==> config.mk <==
export PLATFORM = sky130hd
export DESIGN_NAME = motor_feedback_frame_decoder
export DESIGN_NICKNAME = d
export VERILOG_FILES = /design/src/hdl/mfd_pkg.sv /design/src/hdl/mfd_front.sv /design/src/hdl/mfd_queue.sv /design/src/hdl/mfd_back.sv /design/src/hdl/motor_feedback_frame_decoder.sv
export SDC_FILE = /design/constraint.sdc
export NUM_CORES = 1
export LEC_CHECK = 0
export BUFFER_PORTS_ARGS = -buffer_cell sky130_fd_sc_hd__buf_2
export CORE_ASPECT_RATIO = 1.5
export CORE_MARGIN = 3
export CORE_UTILIZATION = 47
export CTS_CLUSTER_DIAMETER = 80
export CTS_CLUSTER_SIZE = 24
export DETAILED_ROUTE_END_ITERATION = 10
export PLACE_DENSITY = 0.68
export SKIP_CTS_REPAIR_TIMING = 1
export SLEW_MARGIN = 10
export SYNTH_ARGS = -nofsm -noshare
export SYNTH_HDL_FRONTEND = slang
export SYNTH_HIERARCHICAL = 1
export SYNTH_SLANG_ARGS = --single-unit
==> constraint.sdc <==
create_clock -name i_clk -period 8.1 [get_ports i_clk]
set_input_delay 0.81 -clock i_clk [delete_from_list [all_inputs] [get_ports i_clk]]
set_output_delay 0.81 -clock i_clk [all_outputs]
set_load 0.02 [all_outputs]
==> src/hdl/mfd_pkg.sv <==
// Shared types, constants and register codes for the motor feedback frame decoder.
`timescale 1ns / 1ps

package mfd_pkg;

    localparam int ID_W       = 11;
    localparam int NUM_CFG    = 8;
    localparam int CFG_IDX_W  = 3;
    localparam int NUM_ENC    = 3;
    localparam int ENC_IDX_W  = 2;
    localparam int SRC_W      = 3;
    localparam int WORD_W     = 16;
    localparam int DIFF_W     = WORD_W + 1;
    localparam int HALF_RANGE = 4096;

    localparam int QUEUE_DEPTH = 2;
    localparam int QPTR_W      = (QUEUE_DEPTH > 1) ? $clog2(QUEUE_DEPTH) : 1;
    localparam int QCNT_W      = $clog2(QUEUE_DEPTH + 1);

    localparam logic signed [DIFF_W-1:0] HALF_POS = DIFF_W'(HALF_RANGE);
    localparam logic signed [DIFF_W-1:0] HALF_NEG = -HALF_POS;
    localparam logic signed [WORD_W-1:0] TURN_MAX = 16'sh7FFF;
    localparam logic signed [WORD_W-1:0] TURN_MIN = 16'sh8000;

    // Configuration register indexes
    localparam logic [CFG_IDX_W-1:0] CFG_ID_SMALL_A = 3'd0;
    localparam logic [CFG_IDX_W-1:0] CFG_ID_SMALL_B = 3'd1;
    localparam logic [CFG_IDX_W-1:0] CFG_ID_JOINT_1 = 3'd2;
    localparam logic [CFG_IDX_W-1:0] CFG_ID_JOINT_2 = 3'd3;
    localparam logic [CFG_IDX_W-1:0] CFG_ID_JOINT_3 = 3'd4;
    localparam logic [CFG_IDX_W-1:0] CFG_ID_BOARD_0 = 3'd5;
    localparam logic [CFG_IDX_W-1:0] CFG_ID_BOARD_1 = 3'd6;
    localparam logic [CFG_IDX_W-1:0] CFG_ID_DRIVE   = 3'd7;

    // Identifier defaults after reset
    localparam logic [ID_W-1:0] RST_ID_SMALL_A = 11'd513;
    localparam logic [ID_W-1:0] RST_ID_SMALL_B = 11'd514;
    localparam logic [ID_W-1:0] RST_ID_JOINT_1 = 11'd17;
    localparam logic [ID_W-1:0] RST_ID_JOINT_2 = 11'd18;
    localparam logic [ID_W-1:0] RST_ID_JOINT_3 = 11'd19;
    localparam logic [ID_W-1:0] RST_ID_BOARD_0 = 11'd257;
    localparam logic [ID_W-1:0] RST_ID_BOARD_1 = 11'd258;
    localparam logic [ID_W-1:0] RST_ID_DRIVE   = 11'd513;

    // Source codes
    localparam logic [SRC_W-1:0] SRC_SMALL_A = 3'd0;
    localparam logic [SRC_W-1:0] SRC_SMALL_B = 3'd1;
    localparam logic [SRC_W-1:0] SRC_DRIVE   = 3'd2;
    localparam logic [SRC_W-1:0] SRC_JOINT_1 = 3'd3;
    localparam logic [SRC_W-1:0] SRC_JOINT_2 = 3'd4;
    localparam logic [SRC_W-1:0] SRC_JOINT_3 = 3'd5;
    localparam logic [SRC_W-1:0] SRC_BOARD_0 = 3'd6;
    localparam logic [SRC_W-1:0] SRC_BOARD_1 = 3'd7;

    typedef logic [7:0][7:0] t_bytes;

    typedef struct packed {
        logic             matched;
        logic [SRC_W-1:0] source;
        t_bytes           bytes;
    } t_frame_item;

    typedef struct packed {
        logic                     matched;
        logic [SRC_W-1:0]         source;
        logic [WORD_W-1:0]        word_a;
        logic [WORD_W-1:0]        word_b;
        logic [WORD_W-1:0]        word_c;
        logic [WORD_W-1:0]        word_d;
        logic [7:0]               temperature;
        logic signed [WORD_W-1:0] turn_count;
        logic [3:0]               status_nibble;
        logic [3:0]               reply_id;
    } t_result;

    typedef struct packed {
        logic push;
        logic pop;
    } t_queue_ctrl;

    typedef struct packed {
        logic full;
        logic empty;
    } t_queue_status;

endpackage

==> src/hdl/mfd_front.sv <==
// Front stage: identifier registers and source classification of incoming frames.
`timescale 1ns / 1ps

module mfd_front (
    input  logic                           i_clk,
    input  logic                           i_rst_n,
    input  logic                           i_cfg_valid,
    input  logic [mfd_pkg::CFG_IDX_W-1:0]  i_cfg_index,
    input  logic [mfd_pkg::ID_W-1:0]       i_cfg_data,
    input  logic                           i_bus_select,
    input  logic [mfd_pkg::ID_W-1:0]       i_frame_id,
    input  mfd_pkg::t_bytes                i_bytes,
    output mfd_pkg::t_frame_item           o_item
);

    logic [mfd_pkg::ID_W-1:0] r_cfg_id [mfd_pkg::NUM_CFG];

    always_ff @(posedge i_clk) begin
        if (!i_rst_n) begin
            r_cfg_id[mfd_pkg::CFG_ID_SMALL_A] <= mfd_pkg::RST_ID_SMALL_A;
            r_cfg_id[mfd_pkg::CFG_ID_SMALL_B] <= mfd_pkg::RST_ID_SMALL_B;
            r_cfg_id[mfd_pkg::CFG_ID_JOINT_1] <= mfd_pkg::RST_ID_JOINT_1;
            r_cfg_id[mfd_pkg::CFG_ID_JOINT_2] <= mfd_pkg::RST_ID_JOINT_2;
            r_cfg_id[mfd_pkg::CFG_ID_JOINT_3] <= mfd_pkg::RST_ID_JOINT_3;
            r_cfg_id[mfd_pkg::CFG_ID_BOARD_0] <= mfd_pkg::RST_ID_BOARD_0;
            r_cfg_id[mfd_pkg::CFG_ID_BOARD_1] <= mfd_pkg::RST_ID_BOARD_1;
            r_cfg_id[mfd_pkg::CFG_ID_DRIVE]   <= mfd_pkg::RST_ID_DRIVE;
        end else if (i_cfg_valid) begin
            r_cfg_id[i_cfg_index] <= i_cfg_data;
        end
    end

    // First hit in list order wins when two identifiers on one bus are equal
    always_comb begin
        o_item.bytes   = i_bytes;
        o_item.matched = 1'b1;
        o_item.source  = mfd_pkg::SRC_SMALL_A;
        if (!i_bus_select) begin
            if (i_frame_id == r_cfg_id[mfd_pkg::CFG_ID_SMALL_A]) begin
                o_item.source = mfd_pkg::SRC_SMALL_A;
            end else if (i_frame_id == r_cfg_id[mfd_pkg::CFG_ID_SMALL_B]) begin
                o_item.source = mfd_pkg::SRC_SMALL_B;
            end else if (i_frame_id == r_cfg_id[mfd_pkg::CFG_ID_JOINT_1]) begin
                o_item.source = mfd_pkg::SRC_JOINT_1;
            end else if (i_frame_id == r_cfg_id[mfd_pkg::CFG_ID_JOINT_2]) begin
                o_item.source = mfd_pkg::SRC_JOINT_2;
            end else if (i_frame_id == r_cfg_id[mfd_pkg::CFG_ID_JOINT_3]) begin
                o_item.source = mfd_pkg::SRC_JOINT_3;
            end else begin
                o_item.matched = 1'b0;
            end
        end else begin
            if (i_frame_id == r_cfg_id[mfd_pkg::CFG_ID_BOARD_0]) begin
                o_item.source = mfd_pkg::SRC_BOARD_0;
            end else if (i_frame_id == r_cfg_id[mfd_pkg::CFG_ID_BOARD_1]) begin
                o_item.source = mfd_pkg::SRC_BOARD_1;
            end else if (i_frame_id == r_cfg_id[mfd_pkg::CFG_ID_DRIVE]) begin
                o_item.source = mfd_pkg::SRC_DRIVE;
            end else begin
                o_item.matched = 1'b0;
            end
        end
    end

endmodule

==> src/hdl/mfd_queue.sv <==
// Short queue of classified frames between the front and back stages.
`timescale 1ns / 1ps

module mfd_queue (
    input  logic                   i_clk,
    input  logic                   i_rst_n,
    input  mfd_pkg::t_queue_ctrl   i_ctrl,
    input  mfd_pkg::t_frame_item   i_item,
    output mfd_pkg::t_frame_item   o_item,
    output mfd_pkg::t_queue_status o_status
);

    mfd_pkg::t_frame_item             r_mem [mfd_pkg::QUEUE_DEPTH];
    logic [mfd_pkg::QPTR_W-1:0]       r_wr_ptr;
    logic [mfd_pkg::QPTR_W-1:0]       r_rd_ptr;
    logic [mfd_pkg::QCNT_W-1:0]       r_count;
    logic                             w_push;
    logic                             w_pop;

    assign o_status.full  = (r_count == mfd_pkg::QCNT_W'(mfd_pkg::QUEUE_DEPTH));
    assign o_status.empty = (r_count == '0);
    assign w_push = i_ctrl.push && !o_status.full;
    assign w_pop  = i_ctrl.pop && !o_status.empty;
    assign o_item = r_mem[r_rd_ptr];

    always_ff @(posedge i_clk) begin
        if (w_push) begin
            r_mem[r_wr_ptr] <= i_item;
        end
    end

    always_ff @(posedge i_clk) begin
        if (!i_rst_n) begin
            r_wr_ptr <= '0;
            r_rd_ptr <= '0;
            r_count  <= '0;
        end else begin
            if (w_push) begin
                r_wr_ptr <= (r_wr_ptr == mfd_pkg::QPTR_W'(mfd_pkg::QUEUE_DEPTH - 1)) ?
                            '0 : r_wr_ptr + 1'b1;
            end
            if (w_pop) begin
                r_rd_ptr <= (r_rd_ptr == mfd_pkg::QPTR_W'(mfd_pkg::QUEUE_DEPTH - 1)) ?
                            '0 : r_rd_ptr + 1'b1;
            end
            if (w_push && !w_pop) begin
                r_count <= r_count + 1'b1;
            end else if (w_pop && !w_push) begin
                r_count <= r_count - 1'b1;
            end
        end
    end

endmodule

==> src/hdl/mfd_back.sv <==
// Back stage: payload unpacking, turn counting and the result register.
`timescale 1ns / 1ps

module mfd_back (
    input  logic                 i_clk,
    input  logic                 i_rst_n,
    input  mfd_pkg::t_frame_item i_item,
    input  logic                 i_valid,
    output logic                 o_take,
    input  logic                 i_pop,
    output logic                 o_empty,
    output mfd_pkg::t_result     o_result
);

    logic [mfd_pkg::WORD_W-1:0]        r_last_angle   [mfd_pkg::NUM_ENC];
    logic signed [mfd_pkg::WORD_W-1:0] r_turn_counter [mfd_pkg::NUM_ENC];
    logic                              r_out_valid;
    mfd_pkg::t_result                  r_result;
    mfd_pkg::t_result                  n_result;

    logic                              w_is_enc;
    logic [mfd_pkg::ENC_IDX_W-1:0]     w_enc_idx;
    logic [mfd_pkg::WORD_W-1:0]        w_angle;
    logic [mfd_pkg::WORD_W-1:0]        w_cur_last;
    logic signed [mfd_pkg::WORD_W-1:0] w_cur_cnt;
    logic signed [mfd_pkg::WORD_W-1:0] n_cnt;
    logic signed [mfd_pkg::DIFF_W-1:0] w_diff;
    mfd_pkg::t_bytes                   w_b;

    assign w_b       = i_item.bytes;
    assign w_enc_idx = i_item.source[mfd_pkg::ENC_IDX_W-1:0];
    assign w_is_enc  = i_item.matched &&
                       (i_item.source == mfd_pkg::SRC_SMALL_A ||
                        i_item.source == mfd_pkg::SRC_SMALL_B ||
                        i_item.source == mfd_pkg::SRC_DRIVE);
    assign w_angle   = {w_b[0], w_b[1]};

    // Take a new frame when the result slot is free or being emptied
    assign o_take   = i_valid && (!r_out_valid || i_pop);
    assign o_empty  = !r_out_valid;
    assign o_result = r_result;

    always_comb begin
        w_cur_last = '0;
        w_cur_cnt  = '0;
        case (w_enc_idx)
            2'd0: begin
                w_cur_last = r_last_angle[0];
                w_cur_cnt  = r_turn_counter[0];
            end
            2'd1: begin
                w_cur_last = r_last_angle[1];
                w_cur_cnt  = r_turn_counter[1];
            end
            2'd2: begin
                w_cur_last = r_last_angle[2];
                w_cur_cnt  = r_turn_counter[2];
            end
            default: begin
                w_cur_last = '0;
                w_cur_cnt  = '0;
            end
        endcase
    end

    assign w_diff = $signed({1'b0, w_angle}) - $signed({1'b0, w_cur_last});

    // Large forward jump wraps backward a turn, large backward jump wraps forward
    always_comb begin
        n_cnt = w_cur_cnt;
        if (w_diff > mfd_pkg::HALF_POS) begin
            if (w_cur_cnt != mfd_pkg::TURN_MIN) begin
                n_cnt = w_cur_cnt - 16'sd1;
            end
        end else if (w_diff < mfd_pkg::HALF_NEG) begin
            if (w_cur_cnt != mfd_pkg::TURN_MAX) begin
                n_cnt = w_cur_cnt + 16'sd1;
            end
        end
    end

    always_comb begin
        n_result = '0;
        if (i_item.matched) begin
            n_result.matched = 1'b1;
            n_result.source  = i_item.source;
            unique case (i_item.source) inside
                mfd_pkg::SRC_SMALL_A, mfd_pkg::SRC_SMALL_B, mfd_pkg::SRC_DRIVE: begin
                    n_result.word_a      = w_angle;
                    n_result.word_b      = {w_b[2], w_b[3]};
                    n_result.word_c      = {w_b[4], w_b[5]};
                    n_result.temperature = w_b[6];
                    n_result.turn_count  = n_cnt;
                end
                mfd_pkg::SRC_JOINT_1, mfd_pkg::SRC_JOINT_2, mfd_pkg::SRC_JOINT_3: begin
                    n_result.word_a        = {w_b[1], w_b[2]};
                    n_result.word_b        = {4'h0, w_b[3], w_b[4][7:4]};
                    n_result.word_c        = {4'h0, w_b[4][3:0], w_b[5]};
                    n_result.status_nibble = w_b[0][7:4];
                    n_result.reply_id      = w_b[0][3:0];
                end
                mfd_pkg::SRC_BOARD_0, mfd_pkg::SRC_BOARD_1: begin
                    n_result.word_a = {w_b[0], w_b[1]};
                    n_result.word_b = {w_b[2], w_b[3]};
                    n_result.word_c = {w_b[4], w_b[5]};
                    n_result.word_d = {w_b[6], w_b[7]};
                end
                default: begin
                    n_result.word_a = '0;
                end
            endcase
        end
    end

    always_ff @(posedge i_clk) begin
        if (o_take) begin
            r_result <= n_result;
        end
    end

    always_ff @(posedge i_clk) begin
        if (!i_rst_n) begin
            r_out_valid <= 1'b0;
            for (int k = 0; k < mfd_pkg::NUM_ENC; k++) begin
                r_last_angle[k]   <= '0;
                r_turn_counter[k] <= '0;
            end
        end else begin
            if (o_take) begin
                r_out_valid <= 1'b1;
                if (w_is_enc) begin
                    r_last_angle[w_enc_idx]   <= w_angle;
                    r_turn_counter[w_enc_idx] <= n_cnt;
                end
            end else if (i_pop) begin
                r_out_valid <= 1'b0;
            end
        end
    end

endmodule

==> src/hdl/motor_feedback_frame_decoder.sv <==
// Top level of the motor feedback frame decoder: front classifier, queue, back decoder.
//
//  channel   | handshake                    | payload
//  ----------+------------------------------+----------------------------------------
//  frame in  | i_push / o_full              | i_bus_select, i_frame_id, i_data_byte_*
//  result    | o_empty / i_pop              | o_matched .. o_reply_id
//  config    | i_cfg_valid / o_cfg_ready    | i_cfg_index, i_cfg_data
//
//  One frame per cycle sustained while each result is popped; a frame is written into
//  the two-entry queue, then lands in the back stage result slot once that slot is free.
//  Reset: queue and result slot empty, identifiers at defaults, angles and counters zero.
//  A stalled result holds the back stage; the queue then fills and raises o_full.
//  Configuration writes are always ready.
`timescale 1ns / 1ps

module motor_feedback_frame_decoder (
    input  logic                          i_clk,
    input  logic                          i_rst_n,
    input  logic                          i_cfg_valid,
    output logic                          o_cfg_ready,
    input  logic [mfd_pkg::CFG_IDX_W-1:0] i_cfg_index,
    input  logic [mfd_pkg::ID_W-1:0]      i_cfg_data,
    input  logic                          i_push,
    output logic                          o_full,
    input  logic                          i_bus_select,
    input  logic [mfd_pkg::ID_W-1:0]      i_frame_id,
    input  logic [7:0]                    i_data_byte_0,
    input  logic [7:0]                    i_data_byte_1,
    input  logic [7:0]                    i_data_byte_2,
    input  logic [7:0]                    i_data_byte_3,
    input  logic [7:0]                    i_data_byte_4,
    input  logic [7:0]                    i_data_byte_5,
    input  logic [7:0]                    i_data_byte_6,
    input  logic [7:0]                    i_data_byte_7,
    output logic                          o_empty,
    input  logic                          i_pop,
    output logic                          o_matched,
    output logic [mfd_pkg::SRC_W-1:0]     o_source,
    output logic [mfd_pkg::WORD_W-1:0]    o_word_a,
    output logic [mfd_pkg::WORD_W-1:0]    o_word_b,
    output logic [mfd_pkg::WORD_W-1:0]    o_word_c,
    output logic [mfd_pkg::WORD_W-1:0]    o_word_d,
    output logic [7:0]                    o_temperature,
    output logic signed [mfd_pkg::WORD_W-1:0] o_turn_count,
    output logic [3:0]                    o_status_nibble,
    output logic [3:0]                    o_reply_id
);

    mfd_pkg::t_bytes        w_bytes;
    mfd_pkg::t_frame_item   w_front_item;
    mfd_pkg::t_frame_item   w_back_item;
    mfd_pkg::t_queue_ctrl   w_q_ctrl;
    mfd_pkg::t_queue_status w_q_status;
    mfd_pkg::t_result       w_result;
    logic                   w_take;

    assign o_cfg_ready = 1'b1;

    assign w_bytes[0] = i_data_byte_0;
    assign w_bytes[1] = i_data_byte_1;
    assign w_bytes[2] = i_data_byte_2;
    assign w_bytes[3] = i_data_byte_3;
    assign w_bytes[4] = i_data_byte_4;
    assign w_bytes[5] = i_data_byte_5;
    assign w_bytes[6] = i_data_byte_6;
    assign w_bytes[7] = i_data_byte_7;

    mfd_front u_front (
        .i_clk        (i_clk),
        .i_rst_n      (i_rst_n),
        .i_cfg_valid  (i_cfg_valid),
        .i_cfg_index  (i_cfg_index),
        .i_cfg_data   (i_cfg_data),
        .i_bus_select (i_bus_select),
        .i_frame_id   (i_frame_id),
        .i_bytes      (w_bytes),
        .o_item       (w_front_item)
    );

    assign w_q_ctrl.push = i_push;
    assign w_q_ctrl.pop  = w_take;
    assign o_full        = w_q_status.full;

    mfd_queue u_queue (
        .i_clk    (i_clk),
        .i_rst_n  (i_rst_n),
        .i_ctrl   (w_q_ctrl),
        .i_item   (w_front_item),
        .o_item   (w_back_item),
        .o_status (w_q_status)
    );

    mfd_back u_back (
        .i_clk    (i_clk),
        .i_rst_n  (i_rst_n),
        .i_item   (w_back_item),
        .i_valid  (!w_q_status.empty),
        .o_take   (w_take),
        .i_pop    (i_pop),
        .o_empty  (o_empty),
        .o_result (w_result)
    );

    assign o_matched       = w_result.matched;
    assign o_source        = w_result.source;
    assign o_word_a        = w_result.word_a;
    assign o_word_b        = w_result.word_b;
    assign o_word_c        = w_result.word_c;
    assign o_word_d        = w_result.word_d;
    assign o_temperature   = w_result.temperature;
    assign o_turn_count    = w_result.turn_count;
    assign o_status_nibble = w_result.status_nibble;
    assign o_reply_id      = w_result.reply_id;

`ifndef SYNTHESIS
    // A queued frame with a free result slot shows up as a result on the next cycle
    a_queue_drains: assert property (@(posedge i_clk) disable iff (!i_rst_n)
        (!w_q_status.empty && (o_empty || i_pop)) |=> !o_empty)
        else $error("queued frame did not reach the result slot");

    // Only encoder motors carry a nonzero turn count
    a_turn_only_enc: assert property (@(posedge i_clk) disable iff (!i_rst_n)
        (!o_empty && o_turn_count != 16'sd0) |->
        (o_matched && (o_source == mfd_pkg::SRC_SMALL_A ||
                       o_source == mfd_pkg::SRC_SMALL_B ||
                       o_source == mfd_pkg::SRC_DRIVE)))
        else $error("turn count on a non-encoder result");

    // Unmatched frames give an all-zero result
    a_unmatched_zero: assert property (@(posedge i_clk) disable iff (!i_rst_n)
        (!o_empty && !o_matched) |->
        (o_source == '0 && o_word_a == '0 && o_word_b == '0 && o_word_c == '0 &&
         o_word_d == '0 && o_temperature == '0 && o_reply_id == '0))
        else $error("unmatched result carries data");
`endif

endmodule
==> impl_metrics.yaml <==
run_status:
  status: "finished, final reports clean"
global_route:
  grt_pass1_wl_um: 70600
  track_usage_pct: 20.0
  first_global_vias: 12200
  overflow: 0
  antenna_found_initial: 8
  grt_start_max_net_pins: 64
cts:
  insertion_delay_ps: 540
  clock-root-buffer: "clkbuf_16"
  cts_max_path_buffers: 3
  cts-buffers-inserted: 21
  cts.sinks: 426
  clk_pin_slew_worst_paths_ps: 90
  h-tree-depth: 1
  cts_tree: "built"
logic_synthesis:
  synth_edf_count: 420
  yosysWarningCount: 6
  synth_area_sq_mm: 0.0202
  async_flop_share_pct: 0
  ys_seq_area_share_pct: 62.9
  synth_ff_type: "edfxtp_1"
  ys_ff_latch: 426
  synth_cell_types: 84
  syn_nets: 1641
  syn-instance-count: 1524
  avgSynthCellArea_sq_um: 13.3
critical_path:
  worst_path_most_repeated_cell: "o21ai_0"
  critPathSlowestCell: "mux2_2"
  crit_buf_inv: 2
  critPathTopFamily: "compound AO/OA/AOI/OAI gates"
  path_cells: "mux2_2 -> buf_4 -> nor2b_2 -> buf_4 -> nand2_1 -> o21ai_0 -> ha_1 -> fa_1 -> nor2b_1 -> o211ai_1 -> a211oi_2 -> o21ai_0 -> a2111oi_2 -> a211oi_2 -> nor2_2 -> nor3_1 -> o21ai_0 -> a21oi_1"
  worst_ep_arrival_time_ps: 6010
  critPathMaxFanout: 36
  start_kind: "flip-flop"
  end_kind: "flip-flop"
  max_stage_delay_ps: 710
  crit_type: "reg2reg"
  crit_required_ps: 8340
sta:
  hold_slack_ps: 453
  fmax_mhz: 173
  finalCritPeriodShare_pct: 71.2
  setup_tns_ps: 0
  final_hold_viol_count: 0
  rsz0062_at_grt: "no"
  worstMarginPinSlew_ps: 1070
  period_minus_slack_ps: 5770
  finalSetupViolCount: 0
  maxSlewHeadroom_pct: 28.6
  finClkSkew_ps: 11.9
  final_max_slew_viol_count: 0
pwr:
  combPwrFrac_pct: 40.1
  switching_share_pct: 37.6
  p_leak_nw: 7.95
  power_density_mw_per_mm2: 324
  switchingPower_mw: 2.66
  pwr-share-seq_pct: 43.8
  vdd_drop_max_uv: 244
  clkPwrFrac_pct: 16.1
  p_int_mw: 4.41
detailed_routing:
  antenna_left: 0
  wl_per_cell_um: 21.2
  route.detailed.drc: 0
  first_pass_iters: 6
  drt-total-wl_um: 46700
  drt-initial-drc-count: 777
  via_per_inst: 5.54
  vias: 12200
floorplan:
  die_w_um: 175
  dieArea_sq_mm: 0.0456
  io_pins: 198
  fp.dieH_um: 260
  rows: 92
  initial_core_util_pct: 47.9
  coreArea_sq_mm: 0.0422
flow_run:
  max_cap_viol_count: 0
placement:
  dp_hpwl_um: 31900
  port_buffers: 196
  place_congestion: 0.869
final_layout:
  fin_util_pct: 51.7
  areaGrowthSynthToFinish_pct: 7.97
  layout-drive-gt1-share_pct: 20.9
  fillers: 3632
  finalNetCount: 1749
  final_cell_mix: "edfxtp_1 (420), buf_2 (196), and2_1 (130), nor2_1 (104), nand2_1 (99)"
  layout_commonest_cell: "edfxtp_1"
worst_hold_path:
  hold_class: "in2reg"
## sequential cells by signal, indices dropped and copies added (netlist names), named ones only
| signal | cells |
|---|---|
| u_back/r_out_valid | 1 |
| u_back/r_turn_counter | 48 |
| u_queue/r_mem | 136 |
| u_queue/r_wr_ptr | 1 |
| u_queue/r_count | 2 |
| u_back/r_last_angle | 48 |
| u_back/o_result | 100 |
| u_front/r_cfg_id | 88 |
| u_queue/r_rd_ptr | 1 |
## cell usage after synthesis, types with 13 or more instances
master	count	area, sq um
nor3_1	24	120
a21boi_0	31	233
and2_1	130	813
nand2b_1	14	87.6
inv_1	16	60.1
mux2i_1	38	380
o21a_1	13	97.6
or3_1	19	119
nand4_1	25	156
nor2_1	104	390
nand3_1	19	95.1
buf_4	71	533
nand2_1	99	372
clkbuf_1	38	143
o21ai_0	26	130
mux2_4	20	300
xor2_1	33	289
mux2_2	49	552
edfxtp_1	420	12600
and3_1	48	300
ha_1	21	263
xnor2_1	69	604
a21oi_1	45	225
## area by class of cell
type,count,area [sq um],share of cell area (%)
multi-input cells,946,6600,30.2
clock buffers,30,569,2.61
clock inverters,1,5.00,0.0229
diodes,1,2.50,0.0115
inverters,17,63.8,0.292
repair buffers,220,1160,5.32
well taps,564,706,3.23
flip-flops and latches,426,12700,58.3
## power groups by stage
stage	combinational, mW	sequential (mW)	clock [mW]
2_1_floorplan	1.72	3.47	0
3_3_place_gp	2.80	3.15	0
3_5_place_dp	2.84	3.16	0
4_1_cts	2.85	3.11	1.17
5_1_grt	3.06	3.14	1.25
6_report	2.83	3.10	1.14
## metal layers
| metal | part of all wire (%) | global-route usage, % |
|---|---|---|
| met4 | 3.6 | 7.08 |
| met3 | 5.2 | 3.05 |
| met1 | 38 | 23.6 |
| met2 | 53 | 36.8 |
| met5 | 0.13 | 0 |
## cell families (layout without fill, tap and decap cells)
family                   Yosys count  in the layout  share of synthesized area (%)
AO/OA/AOI/OAI                    190            190                           6.57
XOR/XNOR                         105            105                           4.71
adder cells (fa/ha/maj)           22             22                           1.40
buffers and inverters            152            268                           4.62
flip-flops                       426            426                           62.9
multiplexers                     107            107                           6.09
other                              1              2                         0.0185
AND/OR/NAND/NOR                  521            521                           13.6
## metrics by stage
step / setup slack (ps) / instance area [sq um] / total power, mW / std cells
after floorplan: 107 / 20200 / 5.20 / 1524
after global routing: 1840 / 21800 / 7.45 / 2205
after global placement: 2110 / 21300 / 5.95 / 2173
after detailed placement: 2360 / 21300 / 5.99 / 2173
final: 2330 / 21800 / 7.07 / 2205
after CTS: 2290 / 21800 / 7.13 / 2204
## path summary, 6_finish.rpt
kind,from,endpoint,slack [ps],depth (start not counted)
min,i_data_byte_0[0],u_queue/r_mem[1][0],450,1
min reg2reg,u_queue/r_count[1],u_queue/r_count[1],560,2
max,flip-flop,u_back/o_result[23],2330,18
max reg2reg,flip-flop,u_back/o_result[23],2330,18
Power figures use the tool's default switching activity.
